==> config.mk <==
export PLATFORM = sky130hd
export DESIGN_NAME = mbeg_queue
export DESIGN_NICKNAME = d
export VERILOG_FILES = /design/src/rtl/mbeg_pkg.sv /design/src/rtl/mbeg_queue.sv
export SDC_FILE = /design/constraint.sdc
export NUM_CORES = 1
export LEC_CHECK = 0
export BUFFER_PORTS_ARGS = -buffer_cell sky130_fd_sc_hd__buf_2
export CORE_UTILIZATION = 35
export CTS_BUF_LIST = sky130_fd_sc_hd__clkbuf_4
export CTS_CLUSTER_DIAMETER = 50
export CTS_CLUSTER_SIZE = 16
export DETAILED_ROUTE_END_ITERATION = 8
export HOLD_SLACK_MARGIN = 0.15
export PLACE_DENSITY_LB_ADDON = 0.2
export SYNTH_ARGS = -nofsm -noshare
export SYNTH_HDL_FRONTEND = slang
export SYNTH_SLANG_ARGS = --single-unit
export TNS_END_PERCENT = 30
==> constraint.sdc <==
create_clock -name clk -period 4.3 [get_ports clk]
set_clock_uncertainty 0.15 [all_clocks]
set_input_delay 0 -clock clk [delete_from_list [all_inputs] [get_ports clk]]
set_output_delay 0 -clock clk [all_outputs]
set_load 0.05 [all_outputs]
==> src/rtl/mbeg_pkg.sv <==
`timescale 1ns / 1ps
// ----------------------------------------------------------------------------
// mbeg_pkg
// Shared types, widths, register indexes, reset values and the glyph ramp
// for the escape-time glyph unit.
// ----------------------------------------------------------------------------
package mbeg_pkg;

  // field and datapath widths
  localparam int unsigned COORD_W    = 7;
  localparam int unsigned ROW_W      = 5;
  localparam int unsigned STEP_W     = 31;
  localparam int unsigned C_W        = 32;
  localparam int unsigned ITER_W     = 10;
  localparam int unsigned GLYPH_W    = 7;
  localparam int unsigned IDX_W      = 5;
  localparam int unsigned FRAC       = 28;
  localparam int unsigned Z_W        = 33;
  localparam int unsigned CFG_IDX_W  = 3;
  localparam int unsigned CFG_DATA_W = 32;
  localparam int unsigned RAMP_LAST  = 21;

  // configuration register indexes
  localparam logic [CFG_IDX_W-1:0] REG_X_STEP   = 3'd0;
  localparam logic [CFG_IDX_W-1:0] REG_Y_STEP   = 3'd1;
  localparam logic [CFG_IDX_W-1:0] REG_X_OFFSET = 3'd2;
  localparam logic [CFG_IDX_W-1:0] REG_Y_OFFSET = 3'd3;
  localparam logic [CFG_IDX_W-1:0] REG_SCALE    = 3'd4;
  localparam logic [CFG_IDX_W-1:0] REG_MAX_ITER = 3'd5;

  // register reset values
  localparam logic [STEP_W-1:0]        RST_X_STEP   = 31'd9395241;
  localparam logic [STEP_W-1:0]        RST_Y_STEP   = 31'd17895697;
  localparam logic signed [C_W-1:0]    RST_X_OFFSET = 32'sd671088640;
  localparam logic signed [C_W-1:0]    RST_Y_OFFSET = 32'sd268435456;
  localparam logic [STEP_W-1:0]        RST_SCALE    = 31'd268435456;
  localparam logic [ITER_W-1:0]        RST_MAX_ITER = 10'd500;

  typedef struct packed {
    logic [COORD_W-1:0] pixel_column;
    logic [ROW_W-1:0]   pixel_row;
  } pixel_t;

  typedef struct packed {
    logic [ITER_W-1:0]  iteration_count;
    logic               escaped;
    logic [GLYPH_W-1:0] glyph_code;
  } result_t;

  // mapped point c handed from front to back
  typedef struct packed {
    logic signed [C_W-1:0] cx;
    logic signed [C_W-1:0] cy;
  } point_t;

  // mapping registers as seen by the front
  typedef struct packed {
    logic [STEP_W-1:0]     x_step;
    logic [STEP_W-1:0]     y_step;
    logic signed [C_W-1:0] x_offset;
    logic signed [C_W-1:0] y_offset;
    logic [STEP_W-1:0]     scale;
  } map_cfg_t;

  // min(21, count*42/1000) as a count of passed thresholds
  function automatic logic [IDX_W-1:0] glyph_index(input logic [ITER_W-1:0] count);
    logic [15:0]      weighted;
    logic [IDX_W-1:0] idx;
    weighted = 16'(count) * 16'd42;
    idx = '0;
    for (int k = 1; k <= RAMP_LAST; k++) begin
      if (weighted >= 16'(1000 * k)) idx = IDX_W'(k);
    end
    return idx;
  endfunction

  // brightness ramp " .,~-=+'^"![*oqaOQH@G#"
  function automatic logic [GLYPH_W-1:0] ramp_char(input logic [IDX_W-1:0] idx);
    logic [GLYPH_W-1:0] ch;
    case (idx)
      5'd0:    ch = 7'd32;
      5'd1:    ch = 7'd46;
      5'd2:    ch = 7'd44;
      5'd3:    ch = 7'd126;
      5'd4:    ch = 7'd45;
      5'd5:    ch = 7'd61;
      5'd6:    ch = 7'd43;
      5'd7:    ch = 7'd39;
      5'd8:    ch = 7'd94;
      5'd9:    ch = 7'd34;
      5'd10:   ch = 7'd33;
      5'd11:   ch = 7'd91;
      5'd12:   ch = 7'd42;
      5'd13:   ch = 7'd111;
      5'd14:   ch = 7'd113;
      5'd15:   ch = 7'd97;
      5'd16:   ch = 7'd79;
      5'd17:   ch = 7'd81;
      5'd18:   ch = 7'd72;
      5'd19:   ch = 7'd64;
      5'd20:   ch = 7'd71;
      5'd21:   ch = 7'd35;
      default: ch = 7'd32;
    endcase
    return ch;
  endfunction

endpackage

==> src/rtl/mbeg_queue.sv <==
`timescale 1ns / 1ps
// ----------------------------------------------------------------------------
// mbeg_queue
// Short first-in first-out queue of mapped points between front and back.
// ----------------------------------------------------------------------------
module mbeg_queue #(
  parameter int unsigned DEPTH = 2
) (
  input  logic             clk,
  input  logic             rst,
  input  logic             push,
  input  mbeg_pkg::point_t push_data,
  output logic             full,
  input  logic             pop,
  output mbeg_pkg::point_t pop_data,
  output logic             empty
);

  localparam int unsigned PTR_W = (DEPTH > 1) ? $clog2(DEPTH) : 1;
  localparam int unsigned CNT_W = $clog2(DEPTH + 1);
  localparam logic [PTR_W-1:0] LAST = PTR_W'(DEPTH - 1);

  mbeg_pkg::point_t  slot [DEPTH];
  logic [PTR_W-1:0]  wr_ptr;
  logic [PTR_W-1:0]  rd_ptr;
  logic [CNT_W-1:0]  count;

  assign full     = (count == CNT_W'(DEPTH));
  assign empty    = (count == '0);
  assign pop_data = slot[rd_ptr];

  // storage
  always_ff @(posedge clk) begin
    if (push) begin
      slot[wr_ptr] <= push_data;
    end
  end

  // pointers and fill count
  always_ff @(posedge clk) begin
    if (rst) begin
      wr_ptr <= '0;
      rd_ptr <= '0;
      count  <= '0;
    end else begin
      if (push) begin
        wr_ptr <= (wr_ptr == LAST) ? '0 : wr_ptr + 1'b1;
      end
      if (pop) begin
        rd_ptr <= (rd_ptr == LAST) ? '0 : rd_ptr + 1'b1;
      end
      case ({push, pop})
        2'b10:   count <= count + 1'b1;
        2'b01:   count <= count - 1'b1;
        default: count <= count;
      endcase
    end
  end

endmodule

==> results.cfg, run 1 <==
[outcome]
status = did not finish
failed_stage = 4_1_cts
first-error = [ERROR RSZ-0060] Max buffer count reached.

[clocking]
cts_buffer_depth = 2
cts.repair.resized = 0
clock_sinks = 133
clockRootBuffer = clkbuf_4
htree_num_levels = 4
cts_hold_buffers = 112
post_cts_buffers = 0
cts_made_buffers = 17

[logic_synthesis]
yosysWarnings = 0
synth_cells = 221
ys_types = 15
syn-num-nets = 290
synth-seq-cells = 133
seq_area_frac_synth_pct = 81.83
postSynthAreaPerCell_um2 = 21.81
synth_area_um2 = 4820

[placed_design]
numPortBuffers = 133
dp_hpwl_mm = 5.051
dp_cells = 524
gp_routability_congestion = 0.6559

[floorplan]
die_y_um = 119.3
io_pins = 134
fp.dieW_um = 119.3
start_util_pct = 36.11
std_cell_rows = 42
[cells in the mapped netlist, drive strengths merged]
cell type | n | area, um2
buf | 7 | 50.04
or3 | 1 | 6.260
inv | 1 | 3.750
o21ai | 1 | 5.000
edfxtp | 128 | 3844
and2b | 1 | 8.760
ha | 1 | 12.51
nor2 | 6 | 22.52
xnor2 | 3 | 26.28
mux2 | 64 | 720.7
dfxtp | 5 | 100.1
and2 | 1 | 6.260
a21oi | 1 | 5.000
xor2 | 1 | 8.760
[logic make-up after synthesis]
kind of cell	after synthesis	synth area share (%)
adder cells (fa/ha/maj)	1	0.2596
buffers and inverters	8	1.116
multiplexers	64	14.95
AO/OA/AOI/OAI	2	0.2075
flip-flops	133	81.83
XOR/XNOR	4	0.7270
AND/OR/NAND/NOR	9	0.9088
[metrics by stage]
stage                     setup WS (ns)  util [%]  hold WS [ns]  cell area, um2
after detailed placement          2.154     42.53       0.04120            5677
after floorplan                  0.6576         -      -0.08093            4820
after global placement            2.154     42.53       0.03798            5677
==> run 2: changes to the inputs <==
==> config.mk (replaced) <==
export PLATFORM = sky130hd
export DESIGN_NAME = mbeg_queue
export DESIGN_NICKNAME = d
export VERILOG_FILES = /design/src/rtl/mbeg_pkg.sv /design/src/rtl/mbeg_queue.sv
export SDC_FILE = /design/constraint.sdc
export NUM_CORES = 1
export LEC_CHECK = 0
export BUFFER_PORTS_ARGS = -buffer_cell sky130_fd_sc_hd__buf_2
export CORE_UTILIZATION = 20
export DETAILED_ROUTE_END_ITERATION = 8
export PLACE_DENSITY_LB_ADDON = 0.15
export SYNTH_ARGS = -nofsm -noshare
export SYNTH_HDL_FRONTEND = slang
export SYNTH_SLANG_ARGS = --single-unit
export TNS_END_PERCENT = 30
==> results.cfg, run 2 <==
[logic_synthesis]
yosysWarnings = 0
synth_edf_count = 128
syn-num-nets = 290
ys_types = 15
seq_area_frac_synth_pct = 81.83
synth-seq-cells = 133
postSynthAreaPerCell_um2 = 21.81
synth_cells = 221
synthTopCellsByCount = edfxtp_1 (128), mux2_2 (64), buf_4 (6), nor2_1 (6), dfxtp_1 (5)
async_flop_share_pct = 0
yosysTopAreaCell = edfxtp_1
synth_area_um2 = 4820
synth_ff_type = edfxtp_1
synth_top_area_share_pct = 79.75
yosysMostFrequentCell = edfxtp_1
yosys-top-cells-area = edfxtp_1 (80%), mux2_2 (15%), dfxtp_1 (2.1%)

[power_and_ir_drop]
cellPowerDensity_nw_per_um2 = 491.9
peakVddDrop_mv = 0.2140
p_leak_nw = 2.619

[layout]
final_cell_mix = buf_2 (133), edfxtp_1 (128), dlygate4sd3_1 (68)
largest_reg_flops = 128
final_nets = 505
reg_top3 = slot x128, count x2
top_register = slot
area_growth_pct = 47.56
final_cell_area_um2 = 7112
layout_commonest_cell = buf_2
num-fill-cells = 2417
drive_gt1_share_pct = 51.45
antennaDiodeCount = 0

[sta]
slew-limit-headroom_pct = 34.17
slew_violations = 0
hold_violations = 0
max_freq_ghz = 0.4520
setup_tns_ns = 0
max_slew.worst_pin.slew_ns = 0.9874
final.min_clock_period_ns = 2.213
rsz0062_at_grt = no
finalCritPeriodShare_pct = 51.45
final-setup-viol-count = 0

[floorplan]
dieArea_um2 = 24720
std_cell_rows = 56
fp.dieW_um = 157.2
coreArea_um2 = 23540
die_y_um = 157.2
start_util_pct = 20.47
io_pins = 134

[clocking]
cts_tree = built
clk_latency_ns = 0.40
cts_made_buffers = 17
post_cts_buffers = 0
clockRootBuffer = clkbuf_16
cts_buffer_depth = 2
clock_sinks = 133
htree_num_levels = 4
clk_pin_slew_ns = 0.06

[placed_design]
dpl_cell_area_um2 = 5863
dp_hpwl_mm = 5.717
numPortBuffers = 133
gp_routability_congestion = 0.6629

[critical_path]
cp-start-kind = flop
cp_max_fo = 64
cp.arrival_ns = 2.06
crit_required_ns = 4.15
criticalPathCategory = reg2out
setup.worst_path.end_class = primary output

[hold_path]
min_path_type = in2reg

[route]
viasPerCell = 3.552
vias = 2728
drt_iter0_drc = 76
ant_nets = 0
drc = 0
drt_wl_total_mm = 9.939
wire_per_inst_um = 12.94
dr.pass1.iters = 3

[global_routing]
track_usage_pct = 8.382
antenna_found_initial = 0
grt_max_degree = 65
grt_pass1_vias = 2851
grt_pass1_wl_mm = 15.09
overflow = 0

[outcome]
status = finished clean

[flow_run]
maxCapViolCount = 0
[run 2: cell counts after synthesis]
No cell type changed its count.
[run 2: stage by stage]
| step | hold WS [ns] | total power [mW] | setup WS [ns] | utilization [%] | cells |
|---|---|---|---|---|---|
| CTS | 0.1329 | 3.570 | 1.962 | 30.21 | 768 |
| detailed placement | 0.04068 | 2.092 | 2.249 | 24.90 | 668 |
| floorplan | -0.08093 | 1.954 | 0.6576 | - | 221 |
| global route | 0.1394 | 3.648 | 1.917 | 30.21 | 768 |
| finish | 0.1594 | 3.498 | 2.087 | 30.21 | 768 |
| global placement | 0.04029 | 2.088 | 2.250 | 24.90 | 668 |
[run 2: path summary, 6_finish.rpt]
check                                              to  cells after the start  slack, ns             startpoint
worst max-delay path                     pop_data[26]                      2       2.09                   flop
worst min register to register  count[1]$_SDFFE_PP0P_                      2       0.37  count[1]$_SDFFE_PP0P_
worst min-delay path            slot[1][35]$_DFFE_PP_                      2       0.16          push_data[35]
worst max register to register  slot[0][52]$_DFFE_PP_                      2       2.32    wr_ptr$_SDFFE_PP0P_
[run 2: kinds of logic (layout without fill, tap and decap cells)]
kind of cell             Yosys count  in the layout  share of synthesized area (%)
XOR/XNOR                           4              4                         0.7270
multiplexers                      64             64                          14.95
buffers and inverters              8            236                          1.116
AND/OR/NAND/NOR                    9              9                         0.9088
flip-flops                       133            133                          81.83
adder cells (fa/ha/maj)            1              1                         0.2596
AO/OA/AOI/OAI                      2              2                         0.2075
[run 2: routing by layer]
layer / vias up / track usage [%] / wire [um]
met4: 0 / 4.716 / 182
li1: 1308 / - / -
met3: 12 / 3.249 / 640
met5: - / 0 / 0
met1: 1326 / 10.25 / 4567
met2: 82 / 12.58 / 4548
[run 2: repair_timing]
item	CTS	global route
hold buffers	68	0
hold endpoints to repair	133	0
endpoints found under the setup margin	0	0
resized for setup	0	0
[run 2: worst max-delay path, stage by stage (launching register included)]
cell and delay [ns]:
dfxtp_4 0.96, mux2_2 0.42, buf_2 0.22
[run 2: power by group]
| part | leakage (nW) | internal [mW] | switching [mW] |
|---|---|---|---|
| sequential | 1.24 | 1.51 | 0.0424 |
| combinational | 1.11 | 0.184 | 0.363 |
| clock | 0.268 | 0.850 | 0.547 |
[run 2: area by class of cell]
| type | count | area [um2] | area share (%) |
|---|---|---|---|
| Sequential cell | 133 | 3948 | 55.51 |
| Timing Repair Buffer | 203 | 1361 | 19.14 |
| Multi-Input combinational cell | 80 | 832.0 | 11.70 |
| Clock buffer | 19 | 432.9 | 6.087 |
| Tap cell | 319 | 399.1 | 5.612 |
| Clock inverter | 13 | 135.1 | 1.900 |
| Inverter | 1 | 3.754 | 0.05278 |
Power figures use the tool's default switching activity.
==> run 3: changes to the inputs <==
==> constraint.sdc (replaced) <==
create_clock -name clk -period 2.22 [get_ports clk]
set_clock_uncertainty 0.15 [all_clocks]
set_input_delay 0 -clock clk [delete_from_list [all_inputs] [get_ports clk]]
set_output_delay 0 -clock clk [all_outputs]
set_load 0.05 [all_outputs]
==> results.cfg, run 3 (same netlist as run 2, synthesis figures left out) <==
[sta]
finalCritPeriodShare_pct = 84.05
slew-limit-headroom_pct = 58.73
rsz0062_at_grt = no
max_freq_ghz = 0.5360
max_slew.worst_pin.slew_ns = 0.6191
slew_violations = 0
final.min_clock_period_ns = 1.866
final-setup-viol-count = 0
hold_violations = 0

[layout]
finalNonFillerCells = 770
final_cell_mix = buf_2 (133), edfxtp_1 (128), dlygate4sd3_1 (67)
antennaDiodeCount = 0
num-fill-cells = 2401
area_growth_pct = 48.78
drive_gt1_share_pct = 52.11
largest_reg_flops = 128
multiInputGateArea_um2 = 832.0
reg_top3 = slot x128, count x2
utilization_pct = 30.46
regArea_um2 = 3948
top_register = slot
layout_commonest_cell = buf_2
final_nets = 507

[critical_path]
cp-start-kind = flop
cp.arrival_ns = 1.72
cp_num_buf_inv = 2
cpPeakStageDelay_ns = 0.40
crit_required_ns = 2.07
cp_max_fo = 24
criticalPathCategory = reg2out
cp_slowest_cell = mux2_2
worstPathCellList = buf_4 > mux2_2 > buf_2
setup.worst_path.end_class = primary output
cp_top_family = buffers and inverters

[global_routing]
overflow = 0
track_usage_pct = 9.125
antenna_found_initial = 0
grt_max_degree = 65
grt_pass1_wl_mm = 16.19
grt_pass1_vias = 2968

[route]
viasPerCell = 3.614
drt_wl_total_mm = 10.76
ant_nets = 0
dr.pass1.iters = 4
drc = 0
wl_met1_mm = 4.968
wire_per_inst_um = 13.97
top_layer = met4
met2_length_mm = 5.153
vias = 2783
met3WireLength_um = 502
drt_iter0_drc = 74

[placed_design]
gp_routability_congestion = 0.6710
dp_hpwl_mm = 6.143
numPortBuffers = 133
dp_cells = 671

[clocking]
cts_made_buffers = 17
cts_tree = built
clock_sinks = 133
htree_num_levels = 4
cts_buffer_depth = 2
clockRootBuffer = clkbuf_16
clk_latency_ns = 0.40
clk_pin_slew_ns = 0.06
cts.repair.resized = 0

[power_and_ir_drop]
cellPowerDensity_nw_per_um2 = 966.0
p_leak_nw = 2.658
power_mw = 6.927
peakVddDrop_mv = 0.3854

[floorplan]
fp.dieW_um = 157.2
dieArea_um2 = 24720
std_cell_rows = 56
start_util_pct = 20.47
die_y_um = 157.2
coreArea_um2 = 23540
io_pins = 134

[hold_path]
min_path_type = in2reg

[outcome]
status = finished clean

[flow_run]
maxCapViolCount = 0
[run 3: area by class of cell]
| class | instances | area share, % |
|---|---|---|
| clock buffers | 19 | 6.037 |
| clock inverters | 13 | 2.181 |
| inverters | 1 | 0.05235 |
| multi-input cells | 80 | 11.60 |
| flip-flops and latches | 133 | 55.05 |
| well taps | 319 | 5.566 |
| repair buffers | 205 | 19.51 |
[run 3: metal layers]
layer	GRT usage (%)	vias to the layer above
li1	-	1307
met1	11.03	1390
met2	14.73	79
met3	2.974	7
met4	4.161	0
met5	0	-
[run 3: through the flow]
step / instance area (um2) / hold WS [ns] / TNS, ns / setup slack [ns]
after floorplan: 4827 / -0.08093 / -17.92 / -0.2800
after global placement: 5911 / 0.03800 / 0 / 0.6811
after detailed placement: 5911 / 0.04170 / 0 / 0.6534
after CTS: 7171 / 0.03136 / 0 / 0.2920
after global routing: 7171 / 0.1442 / 0 / 0.2599
final: 7171 / 0.06189 / 0 / 0.3542
[run 3: final timing paths]
path | from | end | slack, ns | depth (start not counted)
worst min-delay path | push | count[0]$_SDFFE_PP0P_ | 0.06 | 5
worst min register to register | rd_ptr$_SDFFE_PP0P_ | rd_ptr$_SDFFE_PP0P_ | 0.37 | 2
worst max register to register | wr_ptr$_SDFFE_PP0P_ | slot[0][0]$_DFFE_PP_ | 0.70 | 2
worst max-delay path | flop | pop_data[39] | 0.35 | 3
[run 3: timing repair]
item                                    in CTS  in global routing
buffers inserted                             0                  0
endpoints found under the setup margin       0                  0
hold buffers                                67                  0
hold endpoints to repair                   133                  0
[run 3: worst register-to-register path: cells and delay by family, from the launching register on]
family | cells | cell delay, ns
flops | 1 | 0.35
buf+inv | 1 | 0.52
simple gates | 1 | 0.12
[run 3: report_power, final]
group / internal (mW) / total, mW / switching, mW / leakage, nW
registers: 2.93 / 2.96 / 0.0371 / 1.24
clock network: 1.76 / 2.83 / 1.07 / 0.289
logic: 0.369 / 1.13 / 0.761 / 1.13
total: 5.06 / 6.93 / 1.87 / 2.66
